<file path="config.mk">
export PLATFORM = sky130hd
export DESIGN_NAME = lcg_div_cell
export DESIGN_NICKNAME = d
export VERILOG_FILES = /design/src/sv/lcg_pkg.sv /design/src/sv/lcg_div_cell.sv
export SDC_FILE = /design/constraint.sdc
export NUM_CORES = 1
export LEC_CHECK = 0
export BUFFER_PORTS_ARGS = -buffer_cell sky130_fd_sc_hd__buf_2
export CORE_MARGIN = 1
export CORE_UTILIZATION = 49
export DETAILED_ROUTE_END_ITERATION = 12
export PLACE_DENSITY = 0.82
export SLEW_MARGIN = 5
export SYNTH_ARGS = -nofsm -noshare
export SYNTH_HDL_FRONTEND = slang
export SYNTH_SLANG_ARGS = --single-unit
</file>
<file path="constraint.sdc">
create_clock -name clock -period 3.75 [get_ports clock]
set_clock_uncertainty 0.1 [all_clocks]
set_input_delay 0.9375 -clock clock [delete_from_list [all_inputs] [get_ports clock]]
set_output_delay 0.9375 -clock clock [all_outputs]
set_load 0.05 [all_outputs]
</file>
<file path="src/sv/lcg_pkg.sv">
// ----------------------------------------------------------------------------
// lcg_pkg
// Shared types and constants for the line color gradient core.
// ----------------------------------------------------------------------------
`timescale 1ns / 1ps
`default_nettype none

package lcg_pkg;

   localparam int CH_W    = 8;
   localparam int NUM_CH  = 3;
   localparam int COLOR_W = CH_W * NUM_CH;
   localparam int DIFF_W  = CH_W + 1;
   localparam int RSP_W   = 32;
   localparam logic [CH_W-1:0] CH_MAX = 8'hFF;

   typedef struct packed {
      logic              valid;
      logic              bypass;
      logic [NUM_CH-1:0] neg;
   } ctl_type;

endpackage

`default_nettype wire

</file>
<file path="src/sv/lcg_div_cell.sv">
// ----------------------------------------------------------------------------
// lcg_div_cell
// One restoring division step for all three channels, registered.
// ----------------------------------------------------------------------------
`timescale 1ns / 1ps
`default_nettype none

module lcg_div_cell #(
   parameter int COORD_BITS = 16
) (
   input  wire                                   clock,
   input  wire                                   reset,
   input  wire                                   en,
   input  lcg_pkg::ctl_type                      ctl_in,
   input  wire  [COORD_BITS-1:0]                 den_in,
   input  wire  [lcg_pkg::COLOR_W-1:0]           base_in,
   input  wire  [lcg_pkg::NUM_CH-1:0][COORD_BITS-1:0] rem_in,
   input  wire  [lcg_pkg::NUM_CH-1:0][COORD_BITS+7:0] dvd_in,
   output lcg_pkg::ctl_type                      ctl_out,
   output logic [COORD_BITS-1:0]                 den_out,
   output logic [lcg_pkg::COLOR_W-1:0]           base_out,
   output logic [lcg_pkg::NUM_CH-1:0][COORD_BITS-1:0] rem_out,
   output logic [lcg_pkg::NUM_CH-1:0][COORD_BITS+7:0] dvd_out
);

   localparam int CB = COORD_BITS;
   localparam int M  = CB + 8;

   lcg_pkg::ctl_type ctl_ff;
   logic [CB-1:0] den_ff;
   logic [lcg_pkg::COLOR_W-1:0] base_ff;
   logic [lcg_pkg::NUM_CH-1:0][CB-1:0] rem_ff, rem_in_n;
   logic [lcg_pkg::NUM_CH-1:0][M-1:0]  dvd_ff, dvd_in_n;
   logic [CB:0] trial [lcg_pkg::NUM_CH];
   logic [CB:0] diff  [lcg_pkg::NUM_CH];
   logic        ge    [lcg_pkg::NUM_CH];

   always_comb begin
      for (int c = 0; c < lcg_pkg::NUM_CH; c++) begin
         trial[c] = {rem_in[c], dvd_in[c][M-1]};
         diff[c]  = trial[c] - {1'b0, den_in};
         ge[c]    = trial[c] >= {1'b0, den_in};
         rem_in_n[c] = ge[c] ? diff[c][CB-1:0] : trial[c][CB-1:0];
         dvd_in_n[c] = {dvd_in[c][M-2:0], ge[c]};
      end
   end

   always_ff @(posedge clock) begin
      if (reset) begin
         ctl_ff.valid <= 1'b0;
      end else if (en) begin
         ctl_ff.valid <= ctl_in.valid;
      end
      if (en) begin
         ctl_ff.bypass <= ctl_in.bypass;
         ctl_ff.neg    <= ctl_in.neg;
         den_ff        <= den_in;
         base_ff       <= base_in;
         rem_ff        <= rem_in_n;
         dvd_ff        <= dvd_in_n;
      end
   end

   assign ctl_out  = ctl_ff;
   assign den_out  = den_ff;
   assign base_out = base_ff;
   assign rem_out  = rem_ff;
   assign dvd_out  = dvd_ff;

endmodule

`default_nettype wire

</file>
# Word level (Yosys, flattened, before mapping)
# Index checks and enable logic that the tools add are counted.
# op_classes
muxes	3
n_lt_le_gt_ge	3
add_sub_neg	3
# ops
op	count
>= comparator 17 x 16 -> 1 bit	3
two-way mux 16 bit	3
subtractor 16 bit	3
# totals
reg_bits	165
word_cells	20
out_inout_bits	165
inputBits	168

# Longest topological paths before layout
# logic_depth
depth_word	2
depth_mapped	11
depth_no_buf	9

# Worst setup path before layout
# No wires, ideal clock.
# synth_timing
kind	in2reg
startpoint	input den_in[10]
endpoint	register rem_ff, in the netlist rem_out[10] (data pin)
t_arrival_ns	2.797
setup_slack_ns	0.591
stages	10
setup_time_ns	0.262
path_buffers	2
required_time_ns	3.388
path_cell_list	inv_1 -> ha_1 -> buf_6 -> a21oi_4 -> o211ai_2 -> a21boi_2 -> nor2_1 -> a211oi_4 -> buf_6 -> mux2_1
# synth_rtl
item	line_no	rtl
start, declared	lcg_div_cell.sv:15	input wire [COORD_BITS-1:0] den_in,
end signal, assigned	lcg_div_cell.sv:59	rem_ff <= rem_in_n;
end, declared	lcg_div_cell.sv:32	logic [lcg_pkg::NUM_CH-1:0][CB-1:0] rem_ff, rem_in_n;

==> results.tsv <==
metric	value	unit
status	finished, final reports clean	
setup-tns-final	0	ns
drt_wl_total	23.86	mm
cp_data_arrival_time	3.22	ns
final_hold_viol_count	0	
synth.top_cells.by_area	edfxtp_1 59%, ha_1 7.2%, mux2_2 2.7%	
clockBufferDepth	2	
clock_sinks	165	
cts_setup_buffers	0	
cts_tree	built	
hpwlAfterDp	18.81	mm
maxCapViolCount	0	
ctsResizeCount	0	
syn-num-nets	829	
overflow	0	
grt_antenna_before_repair	3	
path_max_fanout	16	
start_util	50.20	%
htree_levels	4	
setup_slack	0.5978	ns
vias	6444	
cts-root-buf	clkbuf_16	
yosys.area.top_type	edfxtp_1	
post-route-drc-count	0	
fmax	317.2	MHz
first_iter_violations	409	
placed_area	10260	sq um
ys_async_sr_fraction	0	%
tightest_slew	0.7471	ns
whs	0.4000	ns
grt_pass1_vias	6356	
synth_top_flop_cell	edfxtp_1	
path_class	in -> reg	
grt_first_pass_wirelength	35.15	mm
slew_viol_final	0	
synth_edf_count	164	
worstSkewPairLatency	0.42	ns
groute.usage.overall	27.11	%
crit_path_start_kind	input port	
syn_area_per_cell	13.65	sq um
syn-cell-area	8325	sq um
die_area	17520	sq um
finalPower	5.675	mW
num_rows	47	
fin_crit_sh	84.06	%
finalNetCount	1177	
seq_area_frac_synth	59.39	%
synth.distinct_cells	65	
netlist_instances	610	
syn_to_final_growth	30.24	%
design_area	10840	sq um
die_h	132.4	microns
cp-end-kind	register	
grt_max_degree	86	
routedWlPerCell	20.00	microns
final_util	65.38	%
max_stage_delay	0.62	ns
dpl.cell_count	1159	
ys_seq_elements	165	
rsz0062_at_grt	false	
critPathRequiredTime	3.82	ns
place_congestion	0.9094	
relSlewSlack	50.19	%
p_per_area	523.4	nW/um^2
holdBufCountCts	0	
port_buffers	332	
ios	333	
yosys.area.top_type_share	59.15	%
fin_cells	1193	
setup_viol	0	
vdd_ir_drop_max	339.9	uV
die_w	132.4	microns
cpMaxStageDelayCell	a31oi_4	
drt_first_pass_iters	5	
final_layout_size_suffix_gt1_share	44.08	%
worstPathCellList	buf_2 -> inv_1 -> ha_1 -> o211a_1 -> o31ai_2 -> a21oi_1 -> o211ai_2 -> a31oi_4 -> mux2_2	
post-route-min-period	3.152	ns
place_ws	0.1549	ns
hold_path_class	reg -> reg	
path_clk_slew	0.07	ns
nFillCells	1288	
yosys_warnings	0	
via_per_inst	5.402	
ant_nets	0	
p_leak	4.734	nW
numCtsBuffers	17	
coreArea	16580	sq um
[where the power goes]
group / switching, mW / internal (mW) / total, mW
logic: 1.17 / 0.486 / 1.66
registers: 0.0488 / 2.26 / 2.31
clock network: 0.817 / 0.893 / 1.71
total: 2.04 / 3.64 / 5.67
[cell usage after synthesis, types with 3 or more instances]
cell       count
edfxtp_1     164
nand4_1        8
nor3_1        10
mux2_1         5
nand3_1       11
nand2_1       28
o31ai_1        3
xor2_1         9
nand2b_1       6
and3_1         5
fa_1           3
o21ai_1        3
o21a_1         9
inv_1         34
nor4_1         3
mux2i_1       10
mux2_4        10
mux2_2        20
a21boi_0       3
a211oi_1      12
a31oi_1        4
or3_1          3
or2_2          3
a211o_1        4
o21ai_0       21
o21bai_1       6
a21oi_2        6
a21o_1         8
nor2_1        28
ha_1          48
nor2b_1       10
a21oi_1       39
buf_2          6
buf_6          6
xnor2_1       18
o2111ai_1      3
[layout by cell type, fill, tap and decap left out, types with 4 or more instances in the layout]
cell and count:
nand2b_1 6, o21bai_1 6, edfxtp_1 164, mux2_2 20
a21oi_2 6, mux2_4 10, and3_1 5, a31oi_1 4
nand2_1 28, xnor2_1 18, a211o_1 4, buf_2 331
nor2_1 28, mux2i_1 10, mux2_1 5, a21o_1 8
inv_8 5, clkbuf_16 17, nor3_1 10, nor2b_1 10
nand4_1 8, a211oi_1 12, inv_6 4, buf_4 10
inv_1 34, o21a_1 9, ha_1 48, xor2_1 9
nand3_1 11, o21ai_0 21, a21oi_1 39
[worst max-delay path, delay by kind of cell]
family	cells	cell delay [ns]
multiplexers	1	0.41
AO/OA/AOI/OAI	5	1.29
adder cells (fa/ha/maj)	1	0.39
buffers and inverters	2	0.18
[cell type report]
cell class,count,area [sq um],share of cell area (%)
flip-flops and latches,165,4945,45.60
multi-input cells,396,3128,28.85
repair buffers,344,1783,16.44
clock buffers,18,429.2,3.958
well taps,220,275.3,2.539
clock inverters,14,150.1,1.385
inverters,34,127.6,1.177
diodes,2,5.005,0.04616
[path summary, 6_finish.rpt]
path	depth (start not counted)	from	to	slack, ns
max reg2reg	2	ctl_out[4]	ctl_out[4]	3.06
max	9	den_in[3]	rem_out[21]	0.60
min	2	ctl_out[4]	ctl_out[4]	0.40
min reg2reg	2	ctl_out[4]	ctl_out[4]	0.40
[sequential cells by signal, summed over array words and instances, names as in the netlist]
signal	cells
base_out	24
ctl_out	5
rem_out	48
den_out	16
dvd_out	72
[cell families (layout without fill, tap and decap cells)]
group | count (synthesis) | after routing | share of synthesized area (%)
AO/OA/AOI/OAI | 149 | 149 | 12.88
XOR/XNOR | 27 | 27 | 2.840
adder cells (fa/ha/maj) | 51 | 51 | 7.935
buffers and inverters | 49 | 410 | 3.036
flip-flops | 165 | 165 | 59.39
multiplexers | 45 | 45 | 6.387
other | 0 | 2 | 0
AND/OR/NAND/NOR | 124 | 124 | 7.529
[routing by layer]
| metal | up-vias | part of all wire (%) | track usage (%) |
|---|---|---|---|
| met5 | - | 0.054 | 0 |
| met3 | 47 | 6.7 | 6.305 |
| met2 | 289 | 49 | 45.32 |
| met4 | 2 | 3.2 | 11.62 |
| li1 | 3051 | - | - |
| met1 | 3055 | 41 | 33.73 |
No activity file was read; power rests on OpenSTA's default activity.
