**config.mk**
```make
export PLATFORM = sky130hd
export DESIGN_NAME = lcg_front
export DESIGN_NICKNAME = d
export VERILOG_FILES = /design/src/sv/lcg_pkg.sv /design/src/sv/lcg_front.sv
export SDC_FILE = /design/constraint.sdc
export NUM_CORES = 2
export LEC_CHECK = 0
export BUFFER_PORTS_ARGS = -buffer_cell sky130_fd_sc_hd__buf_2
export CAP_MARGIN = 20
export CORE_MARGIN = 5
export CORE_UTILIZATION = 61
export CTS_BUF_LIST = sky130_fd_sc_hd__clkbuf_8 sky130_fd_sc_hd__clkbuf_16
export CTS_CLUSTER_DIAMETER = 100
export DETAILED_ROUTE_END_ITERATION = 7
export GPL_TIMING_DRIVEN = 1
export PLACE_DENSITY = 0.83
export RECOVER_POWER = 25
export SYNTH_ARGS = -nofsm -noshare
export SYNTH_HDL_FRONTEND = slang
export SYNTH_SLANG_ARGS = --single-unit
```
**constraint.sdc**
```tcl
create_clock -name clock -period 7.3 [get_ports clock]
set_input_delay 0 -clock clock [delete_from_list [all_inputs] [get_ports clock]]
set_output_delay 0 -clock clock [all_outputs]
set_load 0.02 [all_outputs]
```
**src/sv/lcg_pkg.sv**
```systemverilog
// ----------------------------------------------------------------------------
// lcg_pkg
// Shared types and constants for the line color gradient core.
// ----------------------------------------------------------------------------
`timescale 1ns / 1ps
`default_nettype none

package lcg_pkg;

   localparam int CH_W    = 8;
   localparam int NUM_CH  = 3;
   localparam int COLOR_W = CH_W * NUM_CH;
   localparam int DIFF_W  = CH_W + 1;
   localparam int RSP_W   = 32;
   localparam logic [CH_W-1:0] CH_MAX = 8'hFF;

   typedef struct packed {
      logic              valid;
      logic              bypass;
      logic [NUM_CH-1:0] neg;
   } ctl_type;

endpackage

`default_nettype wire

```
**src/sv/lcg_front.sv**
```systemverilog
// ----------------------------------------------------------------------------
// lcg_front
// Axis select, span normalization and per-channel product, two stages.
// ----------------------------------------------------------------------------
`timescale 1ns / 1ps
`default_nettype none

module lcg_front #(
   parameter int COORD_BITS = 16
) (
   input  wire                                  clock,
   input  wire                                  reset,
   input  wire                                  en,
   input  wire                                  in_valid,
   input  wire  [8*COORD_BITS+71:0]             in_data,
   output lcg_pkg::ctl_type                     ctl_out,
   output logic [COORD_BITS-1:0]                den_out,
   output logic [lcg_pkg::COLOR_W-1:0]          base_out,
   output logic [lcg_pkg::NUM_CH-1:0][COORD_BITS+7:0] mag_out
);

   localparam int CB  = COORD_BITS;
   localparam int PW  = CB + 1;
   localparam int PRW = PW + lcg_pkg::DIFF_W;
   localparam int M   = CB + 8;

   logic signed [CB-1:0] cur_x, cur_y, start_x, start_y, end_x, end_y;
   logic [CB-1:0] delta_x, delta_y;
   logic [lcg_pkg::COLOR_W-1:0] cur_color, start_color, end_color;

   assign cur_x       = in_data[CB-1:0];
   assign cur_y       = in_data[2*CB-1:CB];
   assign cur_color   = in_data[2*CB+23:2*CB];
   assign start_x     = in_data[3*CB+23:2*CB+24];
   assign start_y     = in_data[4*CB+23:3*CB+24];
   assign start_color = in_data[4*CB+47:4*CB+24];
   assign end_x       = in_data[5*CB+47:4*CB+48];
   assign end_y       = in_data[6*CB+47:5*CB+48];
   assign end_color   = in_data[6*CB+71:6*CB+48];
   assign delta_x     = in_data[7*CB+71:6*CB+72];
   assign delta_y     = in_data[8*CB+71:7*CB+72];

   // stage A
   logic                 a_valid_ff, a_bypass_ff;
   logic                 a_bypass_in;
   logic signed [PW-1:0] a_place_ff, a_place_in;
   logic [CB-1:0]        a_den_ff, a_den_in;
   logic [lcg_pkg::COLOR_W-1:0] a_base_ff, a_base_in;
   logic [lcg_pkg::NUM_CH-1:0][lcg_pkg::DIFF_W-1:0] a_diff_ff, a_diff_in;

   logic signed [PW-1:0] cs, cc, ce, place, span, span_n;

   always_comb begin
      if (delta_x > delta_y) begin
         cs = PW'(start_x);
         cc = PW'(cur_x);
         ce = PW'(end_x);
      end else begin
         cs = PW'(start_y);
         cc = PW'(cur_y);
         ce = PW'(end_y);
      end
      place  = cc - cs;
      span   = ce - cs;
      span_n = -span;
      if (span < 0) begin
         a_place_in = -place;
         a_den_in   = span_n[CB-1:0];
      end else begin
         a_place_in = place;
         a_den_in   = span[CB-1:0];
      end
      a_bypass_in = (cur_color == end_color) || (span == '0);
      a_base_in   = a_bypass_in ? end_color : start_color;
      for (int c = 0; c < lcg_pkg::NUM_CH; c++) begin
         a_diff_in[c] = {1'b0, end_color[c*lcg_pkg::CH_W +: lcg_pkg::CH_W]}
                      - {1'b0, start_color[c*lcg_pkg::CH_W +: lcg_pkg::CH_W]};
      end
   end

   // stage B
   logic                 b_valid_ff, b_bypass_ff;
   logic [lcg_pkg::NUM_CH-1:0] b_neg_ff, b_neg_in;
   logic [CB-1:0]        b_den_ff;
   logic [lcg_pkg::COLOR_W-1:0] b_base_ff;
   logic [lcg_pkg::NUM_CH-1:0][M-1:0] b_mag_ff, b_mag_in;
   logic signed [PRW-1:0] prod [lcg_pkg::NUM_CH];
   logic signed [PRW-1:0] prod_n [lcg_pkg::NUM_CH];

   always_comb begin
      for (int c = 0; c < lcg_pkg::NUM_CH; c++) begin
         prod[c]   = PRW'($signed(a_diff_ff[c])) * PRW'(a_place_ff);
         prod_n[c] = -prod[c];
         b_neg_in[c] = prod[c][PRW-1];
         b_mag_in[c] = b_neg_in[c] ? prod_n[c][M-1:0] : prod[c][M-1:0];
      end
   end

   always_ff @(posedge clock) begin
      if (reset) begin
         a_valid_ff <= 1'b0;
         b_valid_ff <= 1'b0;
      end else if (en) begin
         a_valid_ff <= in_valid;
         b_valid_ff <= a_valid_ff;
      end
      if (en) begin
         a_bypass_ff <= a_bypass_in;
         a_place_ff  <= a_place_in;
         a_den_ff    <= a_den_in;
         a_base_ff   <= a_base_in;
         a_diff_ff   <= a_diff_in;
         b_bypass_ff <= a_bypass_ff;
         b_neg_ff    <= b_neg_in;
         b_den_ff    <= a_den_ff;
         b_base_ff   <= a_base_ff;
         b_mag_ff    <= b_mag_in;
      end
   end

   assign ctl_out.valid  = b_valid_ff;
   assign ctl_out.bypass = b_bypass_ff;
   assign ctl_out.neg    = b_neg_ff;
   assign den_out        = b_den_ff;
   assign base_out       = b_base_ff;
   assign mag_out        = b_mag_ff;

endmodule

`default_nettype wire

```
## Yosys cells after proc, flatten, opt, wreduce, memory -nomap -nowiden

Index checks and enable logic that the tools add are counted.

| cells by class | value |
|---|---|
| add/subtract/negate cells | 10 |
| muxes and demuxes | 9 |
| bitwise operators | 0 |
| shift-type cells | 0 |
| $lt $le $gt $ge | 2 |
| divide/modulo/power cells | 0 |
| reductions and logical operators | 2 |
| equal/unequal tests | 1 |
| multiply operators | 3 |

Operators with widths:

| kind | count |
|---|---|
| $mux 24 | 4 |
| $mul 9x17->26 | 3 |
| $neg 24->24 | 3 |
| $mux 17 | 4 |
| $sub 17x17->17 | 2 |
| $sub 8x8->9 | 3 |
| $eq 24x24->1 | 1 |
| $logic_not 17->1 | 1 |
| $lt 17x1->1 const B | 1 |
| $neg 17->17 | 1 |
| $gt 16x16->1 | 1 |
| $mux 16 | 1 |
| $neg 16->16 | 1 |
| $logic_or 1x1->1 | 1 |

| storage, ports and cells | value |
|---|---|
| bits of input ports | 204 |
| RAM bits | 0 |
| latch bits | 0 |
| output and inout bits | 117 |
| flip-flop bits (word level) | 203 |
| memory bits (read-only) | 0 |
| memories kept | 0 |

## Logic depth before layout (Yosys ltp)

| depth | value |
|---|---|
| depth after elaboration | 6 |
| depth in mapped cells | 25 |

## Worst setup path before layout

No wires, ideal clock.

| timing | value |
|---|---|
| path kind | flip-flop to flip-flop |
| from | reg a_diff_ff[0] (netlist name) |
| to | reg b_mag_ff (netlist bit mag_out[9]), data pin |
| cell stages (with the launch flop) | 23 |
| arrival | 5.767 ns |
| path buffers | 3 |
| period minus slack after synthesis | 6.036 ns |
| setup slack | 1.264 ns |
| required time | 7.031 ns |
| library setup time | 0.269 ns |
| cell sequence | edfxtp_1 -> clkbuf_1 -> clkbuf_1 -> nand2_1 -> fa_1 -> inv_1 -> fa_1 -> inv_1 -> fa_1 -> inv_1 -> fa_1 -> fa_1 -> ha_1 -> o211ai_1 -> a21oi_1 -> o2111a_1 -> nor3b_1 -> o21ai_0 -> o41a_1 -> xnor2_1 -> clkbuf_1 -> nor2_1 -> xor2_1 |

RTL lines:

| item | line | source |
|---|---|---|
| start, declared | lcg_front.sv:49 | `logic [lcg_pkg::NUM_CH-1:0][lcg_pkg::DIFF_W-1:0] a_diff_ff, a_diff_in;` |
| start signal, assigned | lcg_front.sv:112 | `a_diff_ff <= a_diff_in;` |
| end signal, assigned | lcg_front.sv:117 | `b_mag_ff <= b_mag_in;` |
| end, declared | lcg_front.sv:86 | `logic [lcg_pkg::NUM_CH-1:0][M-1:0] b_mag_ff, b_mag_in;` |

==> metrics.cfg <==
[clocking]
cts_hold_buffers = 64
clock_tree_from_tritoncts = done
cts_buffers = 26
cts_resized = 0
clock_path_buffers = 3
cts_htree_levels = 1
clk_transition_reported_paths_ns = 0.07
cts_setup_buffers = 0
cts_root_buffer = sky130_fd_sc_hd__clkbuf_16
clk-insertion-delay-late_ns = 0.59
clock-sinks = 203

[worst_setup_path]
reg2reg_depth = 17
worst_path_most_repeated_cell = sky130_fd_sc_hd__fa_1
critical_path_required_ns = 7.60
critical_path_buf_inv_count = 1
critical_path_depth = 17
critPathKind = flip-flop to flip-flop
start_kind = flip-flop
critical_path.max_stage_delay_ns = 0.98
worst_setup_path_end_kind = flip-flop
worst_path_dominant_cell_family = adder cells
critical_path.cell_chain = nand2_1 > fa_1 > fa_1 > inv_1 > fa_1 > fa_1 > fa_1 > ha_1 > o21a_1 > a2111oi_0 > o21bai_1 > a31oi_1 > xnor2_1 > nor4_1 > and3b_1 > a31oi_1 > xnor2_1
critPathMaxFanout = 27
timing.critical_path.arrival_ns = 7.00
cpMaxStageDelayCell = sky130_fd_sc_hd__edfxtp_1

[die]
die_height_um = 223
fp.dieArea_mm2 = 0.0499
start_util = 0.615
io_pins = 321
rows = 78
horiz_die_dim_um = 223
core_area_mm2 = 0.0452

[logic_synthesis]
yosys.cell_types.count = 83
synthesis.area_mm2 = 0.0278
synth-edff-count = 201
ys_seq_elements = 203
yosysWarnings = 0
synth-seq-area-share = 0.219
synthCells = 2750
mappedNetlistNets = 3576
postSynthAreaPerCell_um2 = 10.1
synthFlopType = sky130_fd_sc_hd__edfxtp_1
async_flop_share = 0

[detailed_routing]
drt_iter0_drc = 1562
vias_per_cell = 5.74
firstDrtPassIters = 8
totalWireLength_mm = 69.9
vias = 21300
drt_drc_violations_left = 0
detail_route.wl_per_cell_um = 18.8
antenna_left = 0

[hold_path]
hold-path-cell-count = 4
min_path_type = input port to flip-flop

[layout]
layout.cells.most_common = sky130_fd_sc_hd__fa_1
fillCellCount = 3274
commonest_cells_after_routing_fill_and_taps_aside = sky130_fd_sc_hd__fa_1, sky130_fd_sc_hd__inv_1, sky130_fd_sc_hd__buf_2
drive_gt1_frac = 0.142
layout.nets = 3916
flow.area_growth_from_synthesis_pct = 13.5

[sta]
slew_headroom = -1.57
hold_violations = 0
tightestPinTransition_ns = 3.86
rsz0062_at_grt = false
layout_worst_path_cycle_share = 0.918
fin_tns_setup_ns = 0
min_period_ns = 6.70
fmaxAchievable_mhz = 149
worst_clock_skew_ns = 0.0357
finalSetupViolCount = 0
pins_over_their_slew_limit = 69

[outcome]
run_status = finished, violations left
violations = capacitance limit, slew limit

[grt]
grt.total_usage = 0.281
antenna_found_initial = 11
grt_pass1_wl_mm = 114
global_route.overflow_total = 0
via_count_of_the_first_global_routing_pass = 22800
largest_net_degree_at_the_start_of_global_routing = 73

[placement]
port_buffers = 320
detailed_place_hpwl_mm = 56.2
routabilityCongestion = 0.912

[flow_run]
max_cap_violations = 1

## final cells by class
type / instances / area [um^2] / area share
timing repair buffer: 413 / 2440 / 0.0775
multi-input combinational: 2082 / 20000 / 0.633
clock inverter: 22 / 254 / 0.00806
clock buffer: 26 / 651 / 0.0206
antenna: 9 / 22.5 / 0.000715
tap: 600 / 751 / 0.0238
inverter: 364 / 1370 / 0.0434
sequential: 203 / 6080 / 0.193
## logic make-up after synthesis
group           synth area share
simple gates               0.145
fa+ha+maj                  0.384
buf+inv                   0.0637
compound gates            0.0858
xor+xnor                  0.0691
flops                      0.219
mux                       0.0339
## synth_stat cells (13+ instances only)
cell,n,share of area
sky130_fd_sc_hd__fa_1,383,0.28
sky130_fd_sc_hd__inv_1,364,0.049
sky130_fd_sc_hd__nand2_1,266,0.036
sky130_fd_sc_hd__ha_1,239,0.11
sky130_fd_sc_hd__and2_1,215,0.048
sky130_fd_sc_hd__edfxtp_1,201,0.22
sky130_fd_sc_hd__nor2_1,139,0.019
sky130_fd_sc_hd__xnor2_1,136,0.043
sky130_fd_sc_hd__a21oi_1,97,0.017
sky130_fd_sc_hd__clkbuf_1,94,0.013
sky130_fd_sc_hd__xor2_1,83,0.026
sky130_fd_sc_hd__o21ai_0,58,0.010
sky130_fd_sc_hd__a21o_1,46,0.012
sky130_fd_sc_hd__mux2_2,40,0.016
sky130_fd_sc_hd__nand2b_1,37,0.0083
sky130_fd_sc_hd__nor3_1,26,0.0047
sky130_fd_sc_hd__mux2i_1,25,0.0090
sky130_fd_sc_hd__o21a_1,25,0.0068
sky130_fd_sc_hd__a31oi_1,21,0.0047
sky130_fd_sc_hd__nand3_1,21,0.0038
sky130_fd_sc_hd__nor2b_1,17,0.0038
sky130_fd_sc_hd__mux2_4,16,0.0086
sky130_fd_sc_hd__a211oi_1,14,0.0038
sky130_fd_sc_hd__nor4_1,14,0.0032
sky130_fd_sc_hd__or3_1,13,0.0029
## stage by stage
stage / utilization / setup WS, ns / cells / hold WS [ns] / instance area, um^2
3_5_place_dp: 0.664 / 0.697 / 3598 / 0.175 / 30000
6_report: 0.698 / 0.596 / 3719 / 0.0169 / 31500
4_1_cts: 0.698 / 0.627 / 3710 / 0.00197 / 31500
3_3_place_gp: 0.664 / 0.784 / 3598 / 0.172 / 30000
2_1_floorplan: - / 1.26 / 2750 / 0.0724 / 27800
5_1_grt: 0.698 / 0.0946 / 3719 / 0.0401 / 31500
## layer usage
layer / up-vias / wire, um / track usage / share of wire
met4: 2 / 3130 / 0.111 / 0.045
met1: 10400 / 26200 / 0.344 / 0.37
met3: 208 / 5530 / 0.0572 / 0.079
li1: 9750 / - / - / -
met2: 940 / 35100 / 0.490 / 0.50
met5: - / 10 / 0 / 0.00014
## sequential cells by signal (all words and copies together), names as in the netlist
name         count
a_place_ff      17
a_diff_ff       27
b_bypass_ff      1
a_den_ff        16
b_neg_ff         3
a_base_ff       24
b_valid_ff       1
a_valid_ff       1
a_bypass_ff      1
base_out        24
den_out         16
mag_out         72
## worst paths after layout
path                      start             to  slack [ns]
hold / removal     in_data[153]  a_diff_ff[10]        0.02
setup reg to reg  a_place_ff[4]    mag_out[47]        0.60
setup / recovery  a_place_ff[4]    mag_out[47]        0.60
hold reg to reg   a_base_ff[13]   base_out[13]        0.42
## worst min-delay path, stage by stage
cell                    delay (ns)
sky130_fd_sc_hd__buf_2        0.13
sky130_fd_sc_hd__inv_1        0.09
sky130_fd_sc_hd__fa_1         0.17
sky130_fd_sc_hd__inv_1        0.04
Power is left out: the tool's default activity adds up to more than one toggle a clock period on the data nets, which glitch-free logic cannot reach.
