<file path="src/sv/lcg_pkg.sv">
// ----------------------------------------------------------------------------
// lcg_pkg
// Shared types and constants for the line color gradient core.
// ----------------------------------------------------------------------------
`timescale 1ns / 1ps
`default_nettype none

package lcg_pkg;

   localparam int CH_W    = 8;
   localparam int NUM_CH  = 3;
   localparam int COLOR_W = CH_W * NUM_CH;
   localparam int DIFF_W  = CH_W + 1;
   localparam int RSP_W   = 32;
   localparam logic [CH_W-1:0] CH_MAX = 8'hFF;

   typedef struct packed {
      logic              valid;
      logic              bypass;
      logic [NUM_CH-1:0] neg;
   } ctl_type;

endpackage

`default_nettype wire

</file>
<file path="src/sv/lcg_back.sv">
// ----------------------------------------------------------------------------
// lcg_back
// Floor correction, offset, saturation, output register and skid stage.
// ----------------------------------------------------------------------------
`timescale 1ns / 1ps
`default_nettype none

module lcg_back #(
   parameter int COORD_BITS = 16
) (
   input  wire                                   clock,
   input  wire                                   reset,
   output logic                                  en,
   input  lcg_pkg::ctl_type                      ctl_in,
   input  wire  [lcg_pkg::COLOR_W-1:0]           base_in,
   input  wire  [lcg_pkg::NUM_CH-1:0][COORD_BITS-1:0] rem_in,
   input  wire  [lcg_pkg::NUM_CH-1:0][COORD_BITS+7:0] quo_in,
   output logic                                  rsp_tvalid,
   input  wire                                   rsp_tready,
   output logic [lcg_pkg::RSP_W-1:0]             rsp_tdata
);

   localparam int CB = COORD_BITS;
   localparam int M  = CB + 8;
   localparam int SW = M + 3;

   logic [lcg_pkg::COLOR_W-1:0] color;
   logic                        clip;
   logic [M:0]                  qm [lcg_pkg::NUM_CH];
   logic signed [SW-1:0]        qs [lcg_pkg::NUM_CH];

   always_comb begin
      clip = 1'b0;
      for (int c = 0; c < lcg_pkg::NUM_CH; c++) begin
         qm[c] = {1'b0, quo_in[c]}
               + (M+1)'(ctl_in.neg[c] && (rem_in[c] != '0));
         qs[c] = $signed(SW'(base_in[c*lcg_pkg::CH_W +: lcg_pkg::CH_W]))
               + (ctl_in.neg[c] ? -$signed(SW'(qm[c])) : $signed(SW'(qm[c])));
         if (qs[c] < 0) begin
            color[c*lcg_pkg::CH_W +: lcg_pkg::CH_W] = '0;
            clip = 1'b1;
         end else if (qs[c] > $signed(SW'(lcg_pkg::CH_MAX))) begin
            color[c*lcg_pkg::CH_W +: lcg_pkg::CH_W] = lcg_pkg::CH_MAX;
            clip = 1'b1;
         end else begin
            color[c*lcg_pkg::CH_W +: lcg_pkg::CH_W] = qs[c][lcg_pkg::CH_W-1:0];
         end
      end
      if (ctl_in.bypass) begin
         color = base_in;
         clip  = 1'b0;
      end
   end

   logic [lcg_pkg::RSP_W-1:0] result;
   assign result = {{(lcg_pkg::RSP_W-lcg_pkg::COLOR_W-1){1'b0}}, clip, color};

   logic                      out_valid_ff, out_valid_in;
   logic                      skid_valid_ff, skid_valid_in;
   logic [lcg_pkg::RSP_W-1:0] out_data_ff, out_data_in;
   logic [lcg_pkg::RSP_W-1:0] skid_data_ff, skid_data_in;
   logic                      arrive;

   assign en     = !skid_valid_ff;
   assign arrive = en && ctl_in.valid;

   always_comb begin
      out_valid_in  = out_valid_ff;
      skid_valid_in = skid_valid_ff;
      out_data_in   = out_data_ff;
      skid_data_in  = skid_data_ff;
      if (out_valid_ff && rsp_tready) begin
         out_valid_in = skid_valid_ff;
         out_data_in  = skid_data_ff;
         skid_valid_in = 1'b0;
      end
      if (arrive) begin
         if (!out_valid_ff || rsp_tready) begin
            out_valid_in = 1'b1;
            out_data_in  = result;
         end else begin
            skid_valid_in = 1'b1;
            skid_data_in  = result;
         end
      end
   end

   always_ff @(posedge clock) begin
      if (reset) begin
         out_valid_ff  <= 1'b0;
         skid_valid_ff <= 1'b0;
      end else begin
         out_valid_ff  <= out_valid_in;
         skid_valid_ff <= skid_valid_in;
      end
      out_data_ff  <= out_data_in;
      skid_data_ff <= skid_data_in;
   end

   assign rsp_tvalid = out_valid_ff;
   assign rsp_tdata  = out_data_ff;

endmodule

`default_nettype wire

</file>
<file path="config.mk">
export PLATFORM = sky130hd
export DESIGN_NAME = lcg_back
export DESIGN_NICKNAME = d
export VERILOG_FILES = /design/src/sv/lcg_pkg.sv /design/src/sv/lcg_back.sv
export SDC_FILE = /design/constraint.sdc
export NUM_CORES = 1
export LEC_CHECK = 0
export BUFFER_PORTS_ARGS = -buffer_cell sky130_fd_sc_hd__buf_2
export CAP_MARGIN = 0
export CORE_MARGIN = 3
export CORE_UTILIZATION = 25
export CTS_CLUSTER_DIAMETER = 30
export DETAILED_ROUTE_END_ITERATION = 10
export SYNTH_ARGS = -nofsm -noshare
export SYNTH_HDL_FRONTEND = slang
export SYNTH_SLANG_ARGS = --single-unit
</file>
<file path="constraint.sdc">
create_clock -name clock -period 13.1 [get_ports clock]
set_clock_uncertainty 0.15 [all_clocks]
set_input_delay 1.965 -clock clock [delete_from_list [all_inputs] [get_ports clock]]
set_output_delay 1.965 -clock clock [all_outputs]
set_load 0.02 [all_outputs]
</file>
### Yosys cells after proc, flatten, opt, wreduce, memory -nomap -nowiden

Cells that the tools add are included.
W data, S select, Z words.

| operators by class | value |
|---|---|
| add/sub/neg operators | 9 |
| magnitude comparators | 6 |
| muxes and demuxes | 26 |
| bitwise operators | 1 |
| reductions and logical operators | 12 |

Operators by type and width:

| operator | count |
|---|---|
| $mux W32 | 3 |
| $add A9 B27 Y27 | 3 |
| $gt A27 B9 Y1 const B | 3 |
| $lt A27 B1 Y1 const B | 3 |
| $mux W27 | 3 |
| $neg A25 Y27 | 3 |
| $add A24 B1 Y25 | 3 |
| $mux W8 | 6 |
| $reduce_bool A16 Y1 | 3 |
| $mux W24 | 1 |
| $mux W1 | 13 |
| $logic_and A1 B1 Y1 | 5 |
| $logic_not A1 Y1 | 2 |
| $reduce_and A2 Y1 | 1 |
| $logic_or A1 B1 Y1 | 1 |
| $not A1 Y1 | 1 |

| storage, ports and cells | value |
|---|---|
| flip-flop bits (word level) | 59 |
| output and inout port bits | 34 |
| logic and storage cells | 58 |

### Longest topological paths before layout

| logic depth | value |
|---|---|
| word-level depth | 16 |
| mapped depth | 26 |

### Least setup slack after synthesis

Ideal clock, no wire load.

| path | value |
|---|---|
| kind | input to register |
| start | input port rem_in[36] (netlist name) |
| end | register skid_data_ff[16] (netlist name) (data pin) |
| setup time | 0.262 ns |
| data arrival time | 7.052 ns |
| slack | 5.636 ns |
| stages | 21 |
| buffers on the path | 1 |
| cell sequence | nor4_1 > a41oi_1 > ha_1 > ha_1 > buf_2 > nor4_1 > o21ai_0 > or3_1 > a31oi_1 > xor2_1 > ha_1 > or3_1 > o31a_1 > a21oi_1 > a21oi_1 > a211o_1 > a211o_1 > a2111oi_0 > o211ai_1 > o41ai_1 > nand2_1 |

| between the ends | value |
|---|---|
| cells in the longest elaborated chain, start to end | 10 |
| elaborated cells between the ends (all ways) | 11 |

Ends and longest elaborated chain:

| element | RTL line | RTL |
|---|---|---|
| start, declared | lcg_back.sv:16 | `input wire [lcg_pkg::NUM_CH-1:0][COORD_BITS-1:0] rem_in,` |
| $reduce_bool A16 Y1 (*) | lcg_back.sv:36 | `+ (M+1)'(ctl_in.neg[c] && (rem_in[c] != '0));` |
| $logic_and A1 B1 Y1 (*) | lcg_back.sv:36 |  |
| $add A24 B1 Y25 (*) | lcg_back.sv:36 |  |
| $neg A25 Y27 | lcg_back.sv:38 | `+ (ctl_in.neg[c] ? -$signed(SW'(qm[c])) : $signed(SW'(qm[c])));` |
| $mux W27 (*) | lcg_back.sv:38 |  |
| $add A9 B27 Y27 (*) | lcg_back.sv:38 |  |
| $gt A27 B9 Y1 | lcg_back.sv:42 | `end else if (qs[c] > $signed(SW'(lcg_pkg::CH_MAX))) begin` |
| $mux W8 | lcg_back.sv:42 |  |
| $mux W8 (*) | lcg_back.sv:39 | `if (qs[c] < 0) begin` |
| $mux W24 (*) | lcg_back.sv:49 | `if (ctl_in.bypass) begin` |
| named net color, one bit | lcg_back.sv:27 | `logic [lcg_pkg::COLOR_W-1:0] color;` |
| end signal, assigned | lcg_back.sv:97 | `skid_data_ff <= skid_data_in;` |
| end, declared | lcg_back.sv:61 | `logic [lcg_pkg::RSP_W-1:0] skid_data_ff, skid_data_in;` |

Mark *: on every way through the listed nets, which the timed path passes. The rest lies on a longest branch.
A chain may end at the register's enable or synchronous reset.

### Final worst setup path

| path | value |
|---|---|
| start | input port ctl_in[2] (netlist name) |
| end | register skid_data_ff[16] (netlist name) (data pin) |

| between the ends | value |
|---|---|
| cells in the longest elaborated chain, start to end | 9 |
| elaborated cells between the ends (all ways) | 10 |

Ends and longest elaborated chain:

| element | RTL line | RTL |
|---|---|---|
| start, declared | lcg_back.sv:14 | `input lcg_pkg::ctl_type ctl_in,` |
| $logic_and A1 B1 Y1 | lcg_back.sv:36 |  |
| $add A24 B1 Y25 | lcg_back.sv:36 |  |
| $neg A25 Y27 | lcg_back.sv:38 |  |
| $mux W27 (*) | lcg_back.sv:38 |  |
| $add A9 B27 Y27 (*) | lcg_back.sv:38 |  |
| $gt A27 B9 Y1 | lcg_back.sv:42 |  |
| $mux W8 | lcg_back.sv:42 |  |
| $mux W8 (*) | lcg_back.sv:39 |  |
| $mux W24 (*) | lcg_back.sv:49 |  |
| named net color, one bit | lcg_back.sv:27 |  |

Marked as above.

==> summary.txt <==
Outcome
  – Run status: finished, final reports clean

Power and ir drop
  – Max rail drop VDD: around 46 uV
  – Sw frac: roughly two fifths
  – P per Cell Area: roughly 70 nW/um^2
  – LEAKAGE: 4.28 nW
  – Net Switching: 0.310 mW
  – Reg power frac: 26.6%
  – Int Pwr: between 0.5 and 0.6 mW
  – Combinational share of power: about 45%
  – Clock Power Share: 28.3%

Worst setup path
  – CP startpoint: ctl_in[2]
  – Worst R2R Path Depth: 4
  – Worst EP arrival: around 8.8 ns
  – Crit path required time: 13.01 ns
  – Flop2flop setup slack: between 10 and 15 ns
  – Slowest stage delay, CP: between 0.6 and 0.7 ns
  – Stages on worst setup path: 22
  – RR Startpoint: rsp_tvalid$_SDFF_PP0_
  – Worst setup endpoint: skid_data_ff[16]$_DFFE_PP_
  – Critical path's top delay family: compound AO/OA/AOI/OAI gates
  – CP max-delay cell: a2111oi_0
  – Element type at the critical path start: input pin
  – CP cell instances: buf_2, clkinv_1, a41oi_1, ha_1, ha_1, nand2_1, o21ba_2, o21ai_0, or3_1, a31oi_1, xor2_1, ha_1, or3_1, o31a_1, a21oi_1, a21oi_1, a211o_1, a211o_1, a2111oi_0, o211ai_1, o41ai_1, nand2_1
  – Count of buffer and inverter cells on the critical path: 2
  – Critical path class: in -> reg
  – CP Capture Type: register
  – Reg-to-reg endpoint: rsp_tdata[24]$_DFF_P_
  – Critical path's most frequent cell: ha_1
  – Worst Path Max Fanout: 39

Detailed routing
  – DR vias/cell: 5.58
  – Routed WL: 33.8 mm
  – DR WL/cell: approximately 17 um
  – Via count: 11,200
  – DR iter-0 viols: 646
  – DR DRC count: 0
  – Antenna viol nets, final: 0
  – Drt first pass iters: 5

Finish
  – Area of the multi-input gates: slightly above 8000 sq um
  – Fill cells: 4,299
  – Sequential cell area: 1430 sq um
  – Most common cell after layout, fill and taps aside: buf_2
  – Layout cells sized above 1: 16.5%
  – Syn-to-layout area delta: 15.9%
  – Most frequent cells in the layout: 185 x buf_2, 116 x nand2_1, 106 x xnor2_1
  – Post-route cell area: between 10,000 and 15,000 sq um
  – Final #Nets: 1,668

Floorplan
  – Die W: roughly 210 um
  – Core Region: 39,200 sq um
  – Starting density of the core: 25.6%
  – Die Height: 206 um
  – Row Count: 72
  – IO Pins: ~190
  – Die ar.: 42,600 sq um

STA
  – Setup_tns: 0 ns
  – Min Tclk post-route: approximately 8.9 ns
  – Fin. max-slew vios: 0
  – Slew @ Worst Pin: 1.09 ns
  – RSZ-0062 raised after global routing: false
  – Final Hold Vio Count: 0
  – FMAX: 113 MHz
  – Crit share post-route: between 60 and 70%
  – Final setup viols: 0
  – Rel. slew slack: 27.1%

Synthesis
  – Post-synth EDFFs: 25
  – Cell Area, Synth: around 10,000 sq um
  – Syn_area_per_cell: 7.39 sq um
  – Asr flop ratio synth: 0%
  – Post-synthesis cell type count: 94
  – Register area share after synthesis: between 10% and 20%
  – Synth Register Bits: 59
  – Syn Inst Count: 1,360
  – Syn nets: 1,548
  – Top FF cell, synth: dfxtp_1
  – Ys Warns: 0

Global routing
  – Largest net degree at the start of global routing: 45
  – Initial antenna violation count: 7
  – GRT Total Usage: 15.0%
  – Global route overflow: 0
  – Number of global-route vias before repair: 10,300
  – Global-route wire length before repair: 53.1 mm

Place
  – Post-place instance area: between 10,000 and 15,000 sq um
  – Port Buffers: 185
  – DP Wirelength: between 20 and 30 mm
  – Routability cong.: approximately 0.9

Clocking
  – CTS tree: built
  – CTS Root Buffer Type: clkbuf_16
  – Clk slew on worst S/H paths: 0.05 ns
  – Num CTS Buffers: 9
  – Postcts setup bufs: 0
  – PostCTS Resize Cnt: 0
  – H-tree levels: 3
  – Clk Latency, worst-skew pair: 0.32 ns
  – Max clock buf depth: 2
  – CTS sink cnt: 59
  – CTS Hold Bufs: 0

Job
  – Max Cap Viol: 0

Worst hold path
  – Hold Path Class: reg -> reg
cell type report:
cell class	count	area share [%]
flip-flops and latches	59	12.3
repair buffers	190	8.28
clock buffers	13	2.43
multi-input cells	1187	70.1
inverters	33	1.06
well taps	518	5.57
clock inverters	3	0.161
diodes	3	0.0645
sequential cells by signal, indices dropped and copies added (netlist names):
signal	count
rsp_tdata	32
rsp_tvalid	1
skid_data_ff	25
skid_valid_ff	1
power groups by stage:
| stage | sequential, mW | combinational (mW) | clock [mW] |
|---|---|---|---|
| 6_report | 0.216 | 0.365 | 0.230 |
| 5_1_grt | 0.218 | 0.406 | 0.245 |
| 4_1_cts | 0.216 | 0.366 | 0.238 |
| 3_5_place_dp | 0.220 | 0.365 | 0 |
| 3_3_place_gp | 0.220 | 0.358 | 0 |
| 2_1_floorplan | 0.234 | 0.240 | 0 |
metrics by stage:
step           setup WS, ns  cells  hold slack [ns]  power (mW)  utilization (%)
2_1_floorplan          5.64   1360            0.325       0.473                -
3_3_place_gp           4.21   1987            0.309       0.578             28.9
3_5_place_dp           4.07   1987            0.318       0.585             28.9
4_1_cts                4.38   2003            0.329       0.821             29.7
5_1_grt                3.78   2005            0.340       0.869             29.7
6_report               4.25   2006            0.329       0.811             29.7
metal layers:
metal	wire (um)	vias to the layer above	GRT usage [%]
met5	67	-	0
met4	667	10	3.54
met3	1710	47	2.54
met2	16000	301	25.4
met1	15400	5311	19.7
li1	-	5527	-
how the worst min path moves through the flow:
stage / start / end / slack (ns) / cells after the start
global placement: rsp_tdata[31]$_DFF_P_ / rsp_tdata[31]$_DFF_P_ / 0.31 / 1
CTS: rsp_tdata[25]$_DFF_P_ / rsp_tdata[25]$_DFF_P_ / 0.33 / 1
global route: rsp_tdata[29]$_DFF_P_ / rsp_tdata[29]$_DFF_P_ / 0.34 / 1
detailed placement: rsp_tdata[28]$_DFF_P_ / rsp_tdata[28]$_DFF_P_ / 0.32 / 1
finish: rsp_tdata[31]$_DFF_P_ / rsp_tdata[31]$_DFF_P_ / 0.33 / 1
floorplan: skid_valid_ff$_SDFF_PP0_ / skid_valid_ff$_SDFF_PP0_ / 0.32 / 2
worst register-to-register path: cells and delay by family (launching register included):
kind / cells / cell delay (ns)
mux: 1 / 0.49
simple gates: 1 / 0.63
flops: 1 / 0.66
compound gates: 2 / 0.19
cell families after synthesis:
kind of cell,after synthesis,share of synthesized area (%)
DFF,59,14.3
xor gates and xnor gates,154,13.4
AOI/OAI and AO/OA,373,26.8
buffers and inverters,114,4.68
adders and majority gates,36,4.71
muxes,39,4.07
and+or+nand+nor,585,32.1
Yosys cell counts, types with 25 or more instances:
| master | n | share of area, % |
|---|---|---|
| nor4_1 | 47 | 2.9 |
| o21ai_0 | 72 | 3.6 |
| a21oi_1 | 56 | 2.8 |
| xor2_1 | 48 | 4.2 |
| nand3_1 | 79 | 3.9 |
| clkbuf_1 | 57 | 2.1 |
| xnor2_1 | 106 | 9.2 |
| nor2_1 | 70 | 2.6 |
| or3_1 | 27 | 1.7 |
| nor3_1 | 48 | 2.4 |
| nand2_1 | 117 | 4.4 |
| inv_1 | 32 | 1.2 |
| nand4_1 | 45 | 2.8 |
| and3_1 | 39 | 2.4 |
| edfxtp_1 | 25 | 7.5 |
| ha_1 | 33 | 4.1 |
| dfxtp_1 | 34 | 6.8 |
Note: power is estimated with default switching activity, not from simulation.
